--- config.mk ---
export PLATFORM = sky130hd
export DESIGN_NAME = rtu_frame_timing_engine_unit
export DESIGN_NICKNAME = d
export VERILOG_FILES = /design/src/rtu_fte_pkg.sv /design/src/rtu_fte_gap_timer.sv /design/src/rtu_frame_timing_engine_unit.sv
export SDC_FILE = /design/constraint.sdc
export NUM_CORES = 1
export LEC_CHECK = 0
export ABC_AREA = 1
export BUFFER_PORTS_ARGS = -buffer_cell sky130_fd_sc_hd__buf_2
export CAP_MARGIN = 20
export CORE_ASPECT_RATIO = 0.5
export CORE_MARGIN = 2
export CORE_UTILIZATION = 42
export DETAILED_ROUTE_END_ITERATION = 10
export SLEW_MARGIN = 20
export SYNTH_ARGS = -nofsm -noshare
export SYNTH_HDL_FRONTEND = slang
export SYNTH_HIERARCHICAL = 1
export SYNTH_SLANG_ARGS = --single-unit
--- constraint.sdc ---
create_clock -name clk -period 3 [get_ports clk]
set_input_delay 0.15 -clock clk [delete_from_list [all_inputs] [get_ports clk]]
set_output_delay 0.15 -clock clk [all_outputs]
set_load 0.005 [all_outputs]
--- src/rtu_fte_pkg.sv ---
// rtu_fte_pkg: shared types, codes and defaults of the rtu frame timing engine
// no dependencies; used by rtu_fte_gap_timer and rtu_frame_timing_engine_unit
package rtu_fte_pkg;

  localparam int GAP_W           = 16;
  localparam int CFG_IDX_W       = 1;
  localparam int FRAME_BYTES_DEF = 256;

  localparam logic [GAP_W-1:0] SHORT_GAP_RST = 16'd15;
  localparam logic [GAP_W-1:0] LONG_GAP_RST  = 16'd35;

  // configuration register indexes
  localparam logic [CFG_IDX_W-1:0] CFG_SHORT_GAP = 1'b0;
  localparam logic [CFG_IDX_W-1:0] CFG_LONG_GAP  = 1'b1;

  // event command codes
  localparam logic [2:0] CMD_TICK     = 3'd0;
  localparam logic [2:0] CMD_RX_BYTE  = 3'd1;
  localparam logic [2:0] CMD_OVERRUN  = 3'd2;
  localparam logic [2:0] CMD_CONSUMED = 3'd3;
  localparam logic [2:0] CMD_REPLY    = 3'd4;
  localparam logic [2:0] CMD_TX_DONE  = 3'd5;

  typedef enum logic [2:0] {
    PH_INIT      = 3'd0,
    PH_IDLE      = 3'd1,
    PH_RECEPTION = 3'd2,
    PH_WAIT      = 3'd3,
    PH_EMISSION  = 3'd4
  } phase_t;

  // what a gap timer does in one cycle
  typedef enum logic [2:0] {
    TMR_HOLD,
    TMR_TICK,
    TMR_RESTART,
    TMR_CLEAR,
    TMR_STOP
  } tmr_op_t;

  typedef struct packed {
    logic [2:0] cmd;
    logic [7:0] rx_data;
    logic       reply_ok;
  } evt_t;

  typedef struct packed {
    logic [2:0] phase;
    logic       store_en;
    logic [7:0] store_index;
    logic [7:0] store_data;
    logic       frame_ready;
    logic [8:0] frame_length;
    logic       emit_window;
    logic       tx_start;
    logic       overflow_drop;
  } rpt_t;

endpackage

--- src/rtu_fte_gap_timer.sv ---
// rtu_fte_gap_timer: silence timer with count and enable, fires past its limit
// depends on rtu_fte_pkg
module rtu_fte_gap_timer #(
  parameter logic RST_EN = 1'b0
) (
  input  logic                          clk,
  input  logic                          rst,
  input  rtu_fte_pkg::tmr_op_t          op,
  input  logic [rtu_fte_pkg::GAP_W-1:0] limit,
  output logic                          expire
);

  logic [rtu_fte_pkg::GAP_W-1:0] count;
  logic                          en;
  logic [rtu_fte_pkg::GAP_W:0]   count_inc;

  assign count_inc = {1'b0, count} + 17'd1;
  // a tick now would fire the timer
  assign expire    = en && (count_inc > {1'b0, limit});

  always_ff @(posedge clk) begin
    if (rst) begin
      count <= '0;
      en    <= RST_EN;
    end else begin
      unique case (op)
        rtu_fte_pkg::TMR_TICK: begin
          if (en) begin
            if (expire) begin
              count <= '0;
              en    <= 1'b0;
            end else begin
              count <= count_inc[rtu_fte_pkg::GAP_W-1:0];
            end
          end
        end
        rtu_fte_pkg::TMR_RESTART: begin
          count <= '0;
          en    <= 1'b1;
        end
        rtu_fte_pkg::TMR_CLEAR: count <= '0;
        rtu_fte_pkg::TMR_STOP: begin
          count <= '0;
          en    <= 1'b0;
        end
        default: ;
      endcase
    end
  end

endmodule

--- src/rtu_frame_timing_engine_unit.sv ---
// rtu_frame_timing_engine_unit: frame delimiting and reply turnaround timing
// depends on rtu_fte_pkg and rtu_fte_gap_timer
//
//  channel  | signals                        | direction | transaction
//  ---------+--------------------------------+-----------+-----------------------------
//  evt      | evt_valid, evt_ready, evt      | in        | one event (tick, byte, ...)
//  rpt      | rpt_valid, rpt_ready, rpt      | out       | one report for each event
//  cfg      | cfg_we, cfg_index, cfg_data    | in        | gap register write
//
// one event per cycle while rpt is not stalled; each event is handled in the cycle
// it is accepted and its report sits in the output register the next cycle
// evt_ready is high while the output register is empty or being drained, so a
// stall on rpt holds back at most one report
// rst is synchronous: phase init, long timer running, gaps 15 and 35 ticks
module rtu_frame_timing_engine_unit #(
  parameter int FRAME_BYTES = rtu_fte_pkg::FRAME_BYTES_DEF
) (
  input  logic                              clk,
  input  logic                              rst,
  input  logic                              evt_valid,
  output logic                              evt_ready,
  input  rtu_fte_pkg::evt_t                 evt,
  output logic                              rpt_valid,
  input  logic                              rpt_ready,
  output rtu_fte_pkg::rpt_t                 rpt,
  input  logic                              cfg_we,
  input  logic [rtu_fte_pkg::CFG_IDX_W-1:0] cfg_index,
  input  logic [rtu_fte_pkg::GAP_W-1:0]     cfg_data
);

  // byte counter must hold FRAME_BYTES itself
  localparam int              BC_W = $clog2(FRAME_BYTES + 1);
  localparam logic [BC_W-1:0] FULL = BC_W'(FRAME_BYTES);

  logic [rtu_fte_pkg::GAP_W-1:0] short_gap;
  logic [rtu_fte_pkg::GAP_W-1:0] long_gap;

  rtu_fte_pkg::phase_t phase_reg, phase_next, phase_mid;
  logic [BC_W-1:0]     byte_count, byte_count_next;

  rtu_fte_pkg::tmr_op_t short_op, long_op;
  logic                 short_expire, long_expire;

  rtu_fte_pkg::rpt_t rpt_next;
  logic              evt_take;

  assign evt_ready = !rpt_valid || rpt_ready;
  assign evt_take  = evt_valid && evt_ready;

  // gap registers
  always_ff @(posedge clk) begin
    if (rst) begin
      short_gap <= rtu_fte_pkg::SHORT_GAP_RST;
      long_gap  <= rtu_fte_pkg::LONG_GAP_RST;
    end else if (cfg_we) begin
      if (cfg_index == rtu_fte_pkg::CFG_SHORT_GAP) begin
        short_gap <= cfg_data;
      end
      if (cfg_index == rtu_fte_pkg::CFG_LONG_GAP) begin
        long_gap <= cfg_data;
      end
    end
  end

  // t1.5 ends a reception, t3.5 covers start-up, reply window and turnaround
  rtu_fte_gap_timer #(.RST_EN(1'b0)) u_short_timer (
    .clk    (clk),
    .rst    (rst),
    .op     (short_op),
    .limit  (short_gap),
    .expire (short_expire)
  );

  rtu_fte_gap_timer #(.RST_EN(1'b1)) u_long_timer (
    .clk    (clk),
    .rst    (rst),
    .op     (long_op),
    .limit  (long_gap),
    .expire (long_expire)
  );

  // event decode: next phase, byte count, timer actions and report
  always_comb begin
    phase_next      = phase_reg;
    phase_mid       = phase_reg;
    byte_count_next = byte_count;
    short_op        = rtu_fte_pkg::TMR_HOLD;
    long_op         = rtu_fte_pkg::TMR_HOLD;
    rpt_next        = '0;

    if (evt_take) begin
      unique case (evt.cmd)
        rtu_fte_pkg::CMD_TICK: begin
          short_op = rtu_fte_pkg::TMR_TICK;
          long_op  = rtu_fte_pkg::TMR_TICK;
          // short timer first, the long timer then sees its phase
          if (short_expire && phase_reg == rtu_fte_pkg::PH_RECEPTION) begin
            phase_mid            = rtu_fte_pkg::PH_WAIT;
            rpt_next.frame_ready = 1'b1;
          end
          phase_next = phase_mid;
          if (long_expire) begin
            unique case (phase_mid)
              rtu_fte_pkg::PH_INIT: phase_next = rtu_fte_pkg::PH_IDLE;
              rtu_fte_pkg::PH_WAIT: begin
                phase_next           = rtu_fte_pkg::PH_EMISSION;
                rpt_next.emit_window = 1'b1;
              end
              rtu_fte_pkg::PH_EMISSION: phase_next = rtu_fte_pkg::PH_IDLE;
              default: ;
            endcase
          end
        end
        rtu_fte_pkg::CMD_RX_BYTE: begin
          if (byte_count < FULL) begin
            unique case (phase_reg)
              rtu_fte_pkg::PH_INIT, rtu_fte_pkg::PH_WAIT: begin
                // line not yet quiet: start the long gap again
                long_op = rtu_fte_pkg::TMR_RESTART;
              end
              rtu_fte_pkg::PH_IDLE: begin
                rpt_next.store_en    = 1'b1;
                rpt_next.store_index = 8'(byte_count);
                rpt_next.store_data  = evt.rx_data;
                byte_count_next      = byte_count + BC_W'(1);
                short_op             = rtu_fte_pkg::TMR_RESTART;
                long_op              = rtu_fte_pkg::TMR_RESTART;
                phase_next           = rtu_fte_pkg::PH_RECEPTION;
              end
              rtu_fte_pkg::PH_RECEPTION: begin
                rpt_next.store_en    = 1'b1;
                rpt_next.store_index = 8'(byte_count);
                rpt_next.store_data  = evt.rx_data;
                byte_count_next      = byte_count + BC_W'(1);
                short_op             = rtu_fte_pkg::TMR_CLEAR;
                long_op              = rtu_fte_pkg::TMR_CLEAR;
              end
              default: ;
            endcase
          end else begin
            // buffer full: the frame is thrown away
            short_op               = rtu_fte_pkg::TMR_STOP;
            long_op                = rtu_fte_pkg::TMR_STOP;
            byte_count_next        = '0;
            phase_next             = rtu_fte_pkg::PH_IDLE;
            rpt_next.overflow_drop = 1'b1;
          end
        end
        rtu_fte_pkg::CMD_OVERRUN: begin
          short_op               = rtu_fte_pkg::TMR_STOP;
          long_op                = rtu_fte_pkg::TMR_STOP;
          byte_count_next        = '0;
          phase_next             = rtu_fte_pkg::PH_IDLE;
          rpt_next.overflow_drop = 1'b1;
        end
        rtu_fte_pkg::CMD_CONSUMED: byte_count_next = '0;
        rtu_fte_pkg::CMD_REPLY: begin
          if (phase_reg == rtu_fte_pkg::PH_EMISSION) begin
            if (evt.reply_ok) begin
              rpt_next.tx_start = 1'b1;
            end else begin
              phase_next = rtu_fte_pkg::PH_IDLE;
            end
          end
        end
        rtu_fte_pkg::CMD_TX_DONE: begin
          // quiet period after the reply
          if (phase_reg == rtu_fte_pkg::PH_EMISSION) begin
            long_op = rtu_fte_pkg::TMR_RESTART;
          end
        end
        default: ;
      endcase
    end

    rpt_next.phase        = phase_next;
    rpt_next.frame_length = 9'(byte_count_next);
  end

  // state and output register
  always_ff @(posedge clk) begin
    if (rst) begin
      phase_reg  <= rtu_fte_pkg::PH_INIT;
      byte_count <= '0;
      rpt_valid  <= 1'b0;
    end else begin
      phase_reg  <= phase_next;
      byte_count <= byte_count_next;
      if (evt_take) begin
        rpt_valid <= 1'b1;
      end else if (rpt_ready) begin
        rpt_valid <= 1'b0;
      end
    end
  end

  always_ff @(posedge clk) begin
    if (evt_take) begin
      rpt <= rpt_next;
    end
  end

  // checks
  a_overrun_drops: assert property (@(posedge clk) disable iff (rst)
    evt_take && evt.cmd == rtu_fte_pkg::CMD_OVERRUN |=>
      rpt_valid && rpt.overflow_drop && rpt.phase == rtu_fte_pkg::PH_IDLE)
    else $error("overrun did not drop the frame");

  a_length_bound: assert property (@(posedge clk) disable iff (rst)
    rpt_valid |-> rpt.frame_length <= 9'(FRAME_BYTES))
    else $error("frame length beyond buffer");

  a_store_in_reception: assert property (@(posedge clk) disable iff (rst)
    rpt_valid && rpt.store_en |->
      !rpt.overflow_drop && rpt.phase == rtu_fte_pkg::PH_RECEPTION)
    else $error("byte stored outside reception");

  a_ready_when_empty: assert property (@(posedge clk) disable iff (rst)
    !rpt_valid |-> evt_ready)
    else $error("event stalled with empty output register");

endmodule
==> results of run 1 <==
==> layer usage <==
layer	share of wire	track usage	wire (um)
met1	0.50	0.239	7440
met3	0.041	0.0377	614
met5	0	0	0
met2	0.45	0.298	6650
met4	0.0086	0.0576	128
==> synthesized netlist by cell type <==
| cell | count | area share |
|---|---|---|
| nand3_2 | 7 | 0.011 |
| o21ai_2 | 1 | 0.0013 |
| and2b_1 | 1 | 0.0012 |
| nand2_2 | 13 | 0.013 |
| xnor2_1 | 3 | 0.0040 |
| nor2_1 | 136 | 0.079 |
| edfxtp_1 | 33 | 0.15 |
| a211oi_1 | 1 | 0.0012 |
| dfxtp_1 | 79 | 0.24 |
| o21ai_0 | 33 | 0.025 |
| nor2_2 | 6 | 0.0058 |
| nand4_4 | 1 | 0.0033 |
| nand2_1 | 182 | 0.11 |
| a211oi_4 | 1 | 0.0031 |
| nor3_1 | 9 | 0.0069 |
| clkbuf_1 | 11 | 0.0064 |
| o21ai_4 | 1 | 0.0025 |
| xor2_2 | 1 | 0.0025 |
| nor3_2 | 5 | 0.0077 |
| nand3b_1 | 5 | 0.0058 |
| xor2_1 | 19 | 0.026 |
| buf_1 | 2 | 0.0012 |
| a21oi_2 | 2 | 0.0027 |
| inv_4 | 1 | 0.00096 |
| nand2_4 | 4 | 0.0069 |
| nand3_1 | 55 | 0.042 |
| o21bai_1 | 1 | 0.0012 |
| a21oi_1 | 48 | 0.037 |
| a21o_1 | 2 | 0.0023 |
| o21ai_1 | 6 | 0.0046 |
| nand4_1 | 13 | 0.013 |
| and2_1 | 1 | 0.00096 |
| nor4_1 | 1 | 0.00096 |
| nor2_4 | 9 | 0.016 |
| ha_1 | 35 | 0.067 |
| inv_1 | 136 | 0.079 |
| clkinv_1 | 1 | 0.00058 |
| or2_2 | 1 | 0.00096 |
| buf_2 | 2 | 0.0015 |
| inv_2 | 10 | 0.0058 |
| o211ai_1 | 2 | 0.0023 |
| nand3_4 | 1 | 0.0027 |
| buf_6 | 2 | 0.0035 |
| a21boi_0 | 1 | 0.0012 |
==> worst paths after layout <==
path         cells past startpoint                         to  slack, ns
max                             24          rpt[30]$_DFFE_PP_     0.0009
min                              3   long_gap[5]$_SDFFE_PP1P_       0.02
max reg2reg                     24          rpt[30]$_DFFE_PP_     0.0009
min reg2reg                      2  short_gap[2]$_SDFFE_PP1P_       0.46
==> layout make-up <==
cell class                      instances  area share
Timing Repair Buffer                   99      0.0743
Clock buffer                           11      0.0300
Sequential cell                       112       0.333
Inverter                              148      0.0722
Multi-Input combinational cell        607       0.453
Tap cell                              204      0.0329
Clock inverter                          5     0.00451
==> worst max-delay path, stage by stage, from the launching register on <==
cell and delay (ns):
dfxtp_2 0.36, ha_4 0.16, nand2_4 0.05, nor2_4 0.15, nand2_4 0.09, nor2_4 0.15, nand2_2 0.08, xor2_2 0.17
inv_2 0.07, ha_4 0.28, nand2_4 0.05, nor2_4 0.11, nand2_1 0.07, nor2_2 0.11, nand2_2 0.07, nand2_2 0.08
nand3_2 0.11, inv_2 0.10, o211ai_1 0.12, nand2_1 0.10, inv_1 0.04, nand2_1 0.05, nand3_1 0.06, nand2_1 0.09
inv_1 0.04
==> kinds of logic (layout without fill, tap and decap cells) <==
logic type / after synthesis / count (layout) / synth area share
and+or+nand+nor: 450 / 450 / 0.321
buffers and inverters: 165 / 263 / 0.0985
DFF: 112 / 112 / 0.396
AOI/OAI and AO/OA: 99 / 99 / 0.0848
adders and majority gates: 35 / 35 / 0.0675
xor gates and xnor gates: 23 / 23 / 0.0322
==> repair_timing <==
action                     4_1_cts  5_1_grt
cloned                           0        0
hold buffers                     0        0
hold endpoints to repair         0        0
resized for setup               16       52
setup endpoints to repair        6        8
setup buffers                    0        7
pin swaps                        3       31
==> power groups by stage <==
stage | Combinational (mW) | Sequential (mW) | Clock [mW]
2_1_floorplan | 0.178 | 1.67 | 0
3_3_place_gp | 0.278 | 1.67 | 0
3_5_place_dp | 0.282 | 1.67 | 0
4_1_cts | 0.287 | 1.64 | 1.17
5_1_grt | 0.337 | 1.64 | 1.22
6_report | 0.298 | 1.63 | 1.12
==> stage by stage <==
step / instances / setup slack (ns)
detailed placement: 1164 / -0.107
global placement: 1164 / -0.0701
global route: 1186 / -0.158
CTS: 1180 / 0.00317
floorplan: 884 / 0.0795
finish: 1186 / 0.000877
==> run summary, run 1 <==
most frequent cells in the layout -> nand2_1 (173), inv_1 (130), nor2_1 (128), dfxtp_1 (72), buf_2 (68)
WHS -> 0.0246 ns
status -> completed
area grow syn2layout -> 19.6%
fmax -> 333 MHz
GRT overflow -> 0
number of remaining DRC errors -> 0
clock-pin transition on the worst setup and hold timing paths -> 0.07 ns
min Tclk post-route -> 3.00 ns
Hold Path Origin -> cfg_data[5]
synthesis-stage register bit count -> 112
sequential area share after synthesis -> 0.396
Startpoint Class -> register
area occupied by multi-input gates -> 3520 um2
drt pass-1 iters -> 4
Layout fillers -> 1,515
critical path arrival -> 3.11 ns
MaxCap Viol Count -> 0
largest net degree at the start of global routing -> 46
port bufs -> 68
Die Width -> 180 um
part of the power in registers -> 0.535
# diodes -> 0
design area -> 7770 um2
Critical Path RT -> 3.11 ns
Starting Density -> 0.426
via count -> 5,675
switching pwr -> 772 uW
placed inst area -> 7200 um2
overall power after layout -> 3.05 mW
Cells after Synth -> 884
clock root buffer -> clkbuf_16
initial DRC count -> 317
core area -> 15,300 um2
global-route usage over all layers -> 0.181
crit-path max FO -> 4
Clock Latency Late Sink -> 0.35 ns
most common cell after layout, fill and taps aside -> nand2_1
Critical Path End Type -> register
Gate power share -> 0.098
Via-to-Cell Ratio -> 4.78
P per Cell Area -> 393 nW/um2
Most flops, register -> rpt
CTS Buffer Depth -> 2
Worst-Margin Slew -> 0.771 ns
final setup skew -> 0.00725 ns
Leakage -> 3.55 nW
final hold violations -> 0
first-pass GRT wire length -> 24.5 mm
die footprint -> 16,500 um2
row count -> 32
Synth Warn # -> 6
Clk pwr share -> 0.367
Post-DP HPWL -> 11.0 mm
Critical Path Source -> u_short_timer/count[1]$_SDFFE_PP0P_
Synth cell types -> 44
share of layout cells above drive strength 1 -> 0.232
Reg2Reg Launch Point -> u_short_timer/count[1]$_SDFFE_PP0P_
Sw Ratio -> 0.253
vias in the first global route -> 5,255
Mapped Nets -> 953
Finish-stage setup viols -> 0
post-route setup TNS -> 0 ns
initial antenna violation count -> 0
Max-slew headroom -> 0.486
CTS Sinks -> 112
Largest register FFs -> 33
FF+latch area -> 2590 um2
Crit Path Class -> reg2reg
Final ANT Viol Nets -> 0
final wirelength -> 14.8 mm
routability cong. -> 0.858
Tcrit/Tclk final -> 1.00
I/O pin cnt -> 69
final core utilization -> 0.509
Syn Area/Cell -> 7.34 um2
worst vdd rail ir drop -> 0.253 mV
mapped cell area -> 6490 um2
setup repair after global routing missed its margin -> true
CTS tree -> yes
drt wl/cell -> 12.5 um
Int Power -> 2.28 mW
clock buffer count from CTS -> 9
H-tree depth -> 3
DIE HEIGHT -> 91.9 um
fin. max-slew vios -> 0
type of the tightest min-delay check -> in2reg
layout net count -> 1,046
Power figures use the tool's default switching activity.
==> inputs of run 2 (changes only) <==
--- a/config.mk
+++ b/config.mk
@@ -11,7 +11,9 @@
 export CORE_ASPECT_RATIO = 0.5
 export CORE_MARGIN = 2
 export CORE_UTILIZATION = 42
+export CTS_CLUSTER_SIZE = 8
 export DETAILED_ROUTE_END_ITERATION = 10
+export PLACE_DENSITY = 0.69
 export SLEW_MARGIN = 20
 export SYNTH_ARGS = -nofsm -noshare
 export SYNTH_HDL_FRONTEND = slang
==> run summary, run 2 (same netlist as run 1, synthesis figures left out) <==
DIE HEIGHT -> 91.9 um
vias in the first global route -> 5,230
worst reg2reg path depth -> 23
Reg2Reg Launch Point -> u_short_timer/count[1]$_SDFFE_PP0P_
drt wl/cell -> 12.7 um
final core utilization -> 0.526
I/O pin cnt -> 69
Post-DP HPWL -> 11.0 mm
min Tclk post-route -> 3.00 ns
Clock Latency Late Sink -> 0.34 ns
clock root buffer -> clkbuf_16
routability cong. -> 0.882
Finish-stage setup viols -> 1
core area -> 15,300 um2
type of the tightest min-delay check -> in2reg
setup ws final -> -0.00124 ns
Most flops, register -> rpt
layout net count -> 1,061
port bufs -> 68
FF+latch area -> 2590 um2
WHS -> 0.0393 ns
Leakage -> 3.62 nW
first-pass GRT wire length -> 24.2 mm
drt pass-1 iters -> 4
final hold violations -> 0
CTS Sinks -> 112
GRT overflow -> 0
Final ANT Viol Nets -> 0
Starting Density -> 0.426
Worst-Margin Slew -> 0.748 ns
worst hold path stage count -> 3
RR Endpoint -> rpt[30]$_DFFE_PP_
CTS Hold Buffers Added -> 0
placed inst area -> 7250 um2
MaxCap Viol Count -> 0
setup repair after global routing missed its margin -> true
Critical Path Source -> u_short_timer/count[1]$_SDFFE_PP0P_
R2R setup slack -> -0.001 ns
Startpoint Class -> register
Tcrit/Tclk final -> 1.00
row count -> 32
CTS Buffer Depth -> 2
critical path arrival -> 3.10 ns
Critical Path End Type -> register
fin. max-slew vios -> 0
final wirelength -> 15.2 mm
global-route usage over all layers -> 0.177
initial antenna violation count -> 0
clock buffer count from CTS -> 9
fmax -> 333 MHz
Via-to-Cell Ratio -> 4.86
Largest register FFs -> 33
status -> finished, violations left
crit-path max FO -> 3
Critical Path RT -> 3.10 ns
Die Width -> 180 um
Worst setup endpoint -> rpt[30]$_DFFE_PP_
most frequent cells in the layout -> nand2_1 (171), inv_1 (131), nor2_1 (126), dfxtp_1 (68), buf_2 (68)
final setup skew -> 0.00895 ns
clock-pin transition on the worst setup and hold timing paths -> 0.08 ns
initial DRC count -> 307
area occupied by multi-input gates -> 3650 um2
area grow syn2layout -> 23.5%
most common cell after layout, fill and taps aside -> nand2_1
# diodes -> 0
design area -> 8020 um2
Layout fillers -> 1,412
violated checks -> setup timing
worst vdd rail ir drop -> 0.269 mV
largest net degree at the start of global routing -> 46
H-tree depth -> 3
Crit Path Class -> reg2reg
die footprint -> 16,500 um2
Max-slew headroom -> 0.501
CTS tree -> yes
P per Cell Area -> 383 nW/um2
via count -> 5,833
number of remaining DRC errors -> 0
share of layout cells above drive strength 1 -> 0.257
## run 2: changes by cell type in the layout (fill, tap and decap cells not counted), sizes merged
cell      delta
clkbuf       -1
clkinvlp     +1
buf         +15
## run 2: routing by layer
metal	global-route usage	wire [um]
met1	0.237	7070
met2	0.299	7180
met3	0.0318	705
met4	0.0427	281
met5	0	0
## run 2: worst min path at each step
stage / start / end
3_5_place_dp: cfg_data[5] / long_gap[5]$_SDFFE_PP1P_
4_1_cts: cfg_data[5] / long_gap[5]$_SDFFE_PP1P_
6_report: cfg_data[6] / short_gap[6]$_SDFFE_PP0P_
2_1_floorplan: rst / byte_count[2]$_SDFF_PP0_
5_1_grt: cfg_data[5] / long_gap[5]$_SDFFE_PP1P_
3_3_place_gp: cfg_data[0] / long_gap[0]$_SDFFE_PP1P_
## run 2: timing repair
action | CTS | global route
setup buffers | 2 | 13
pin swaps | 4 | 42
cloned | 0 | 0
endpoints found under the setup margin | 5 | 7
resized for setup | 10 | 78
## run 2: critical path: stages (launching register included)
cell and delay [ns]:
dfxtp_4 0.38, ha_4 0.15, nand2_4 0.05, nor2_4 0.13, nand2_2 0.09, nor2_4 0.13, xor2_1 0.24, inv_1 0.13
ha_4 0.29, nand2_1 0.09, inv_1 0.07, nand2_1 0.06, a21boi_2 0.12, nor2_1 0.06, nand2_2 0.08, nand3_2 0.10
inv_2 0.08, o211ai_1 0.11, nand2_1 0.11, inv_1 0.04, nand2_1 0.05, nand3_1 0.06, nand2_1 0.09, inv_1 0.05
## run 2: stage by stage
stage                     TNS (ns)  cells  setup slack, ns  total power, mW
after CTS                        0   1188         0.000635             3.07
after floorplan                  0    884           0.0795             1.85
final                     -0.00124   1201         -0.00124             3.07
after detailed placement    -0.166   1170          -0.0807             1.95
after global placement           0   1170           0.0606             1.94
after global routing        -0.580   1201           -0.178             3.21
## run 2: area by class of cell
| class | instances | share of cell area |
|---|---|---|
| tap | 204 | 0.0318 |
| multi-input combinational | 607 | 0.455 |
| clock buffer | 10 | 0.0285 |
| sequential | 112 | 0.323 |
| clock inverter | 6 | 0.00562 |
| inverter | 148 | 0.0696 |
| timing repair buffer | 114 | 0.0864 |
## run 2: power by group
part / internal (mW) / switching (mW) / leakage (nW)
sequential: 1.61 / 0.0252 / 0.984
combinational: 0.114 / 0.204 / 2.51
clock: 0.568 / 0.551 / 0.127
total: 2.29 / 0.780 / 3.62
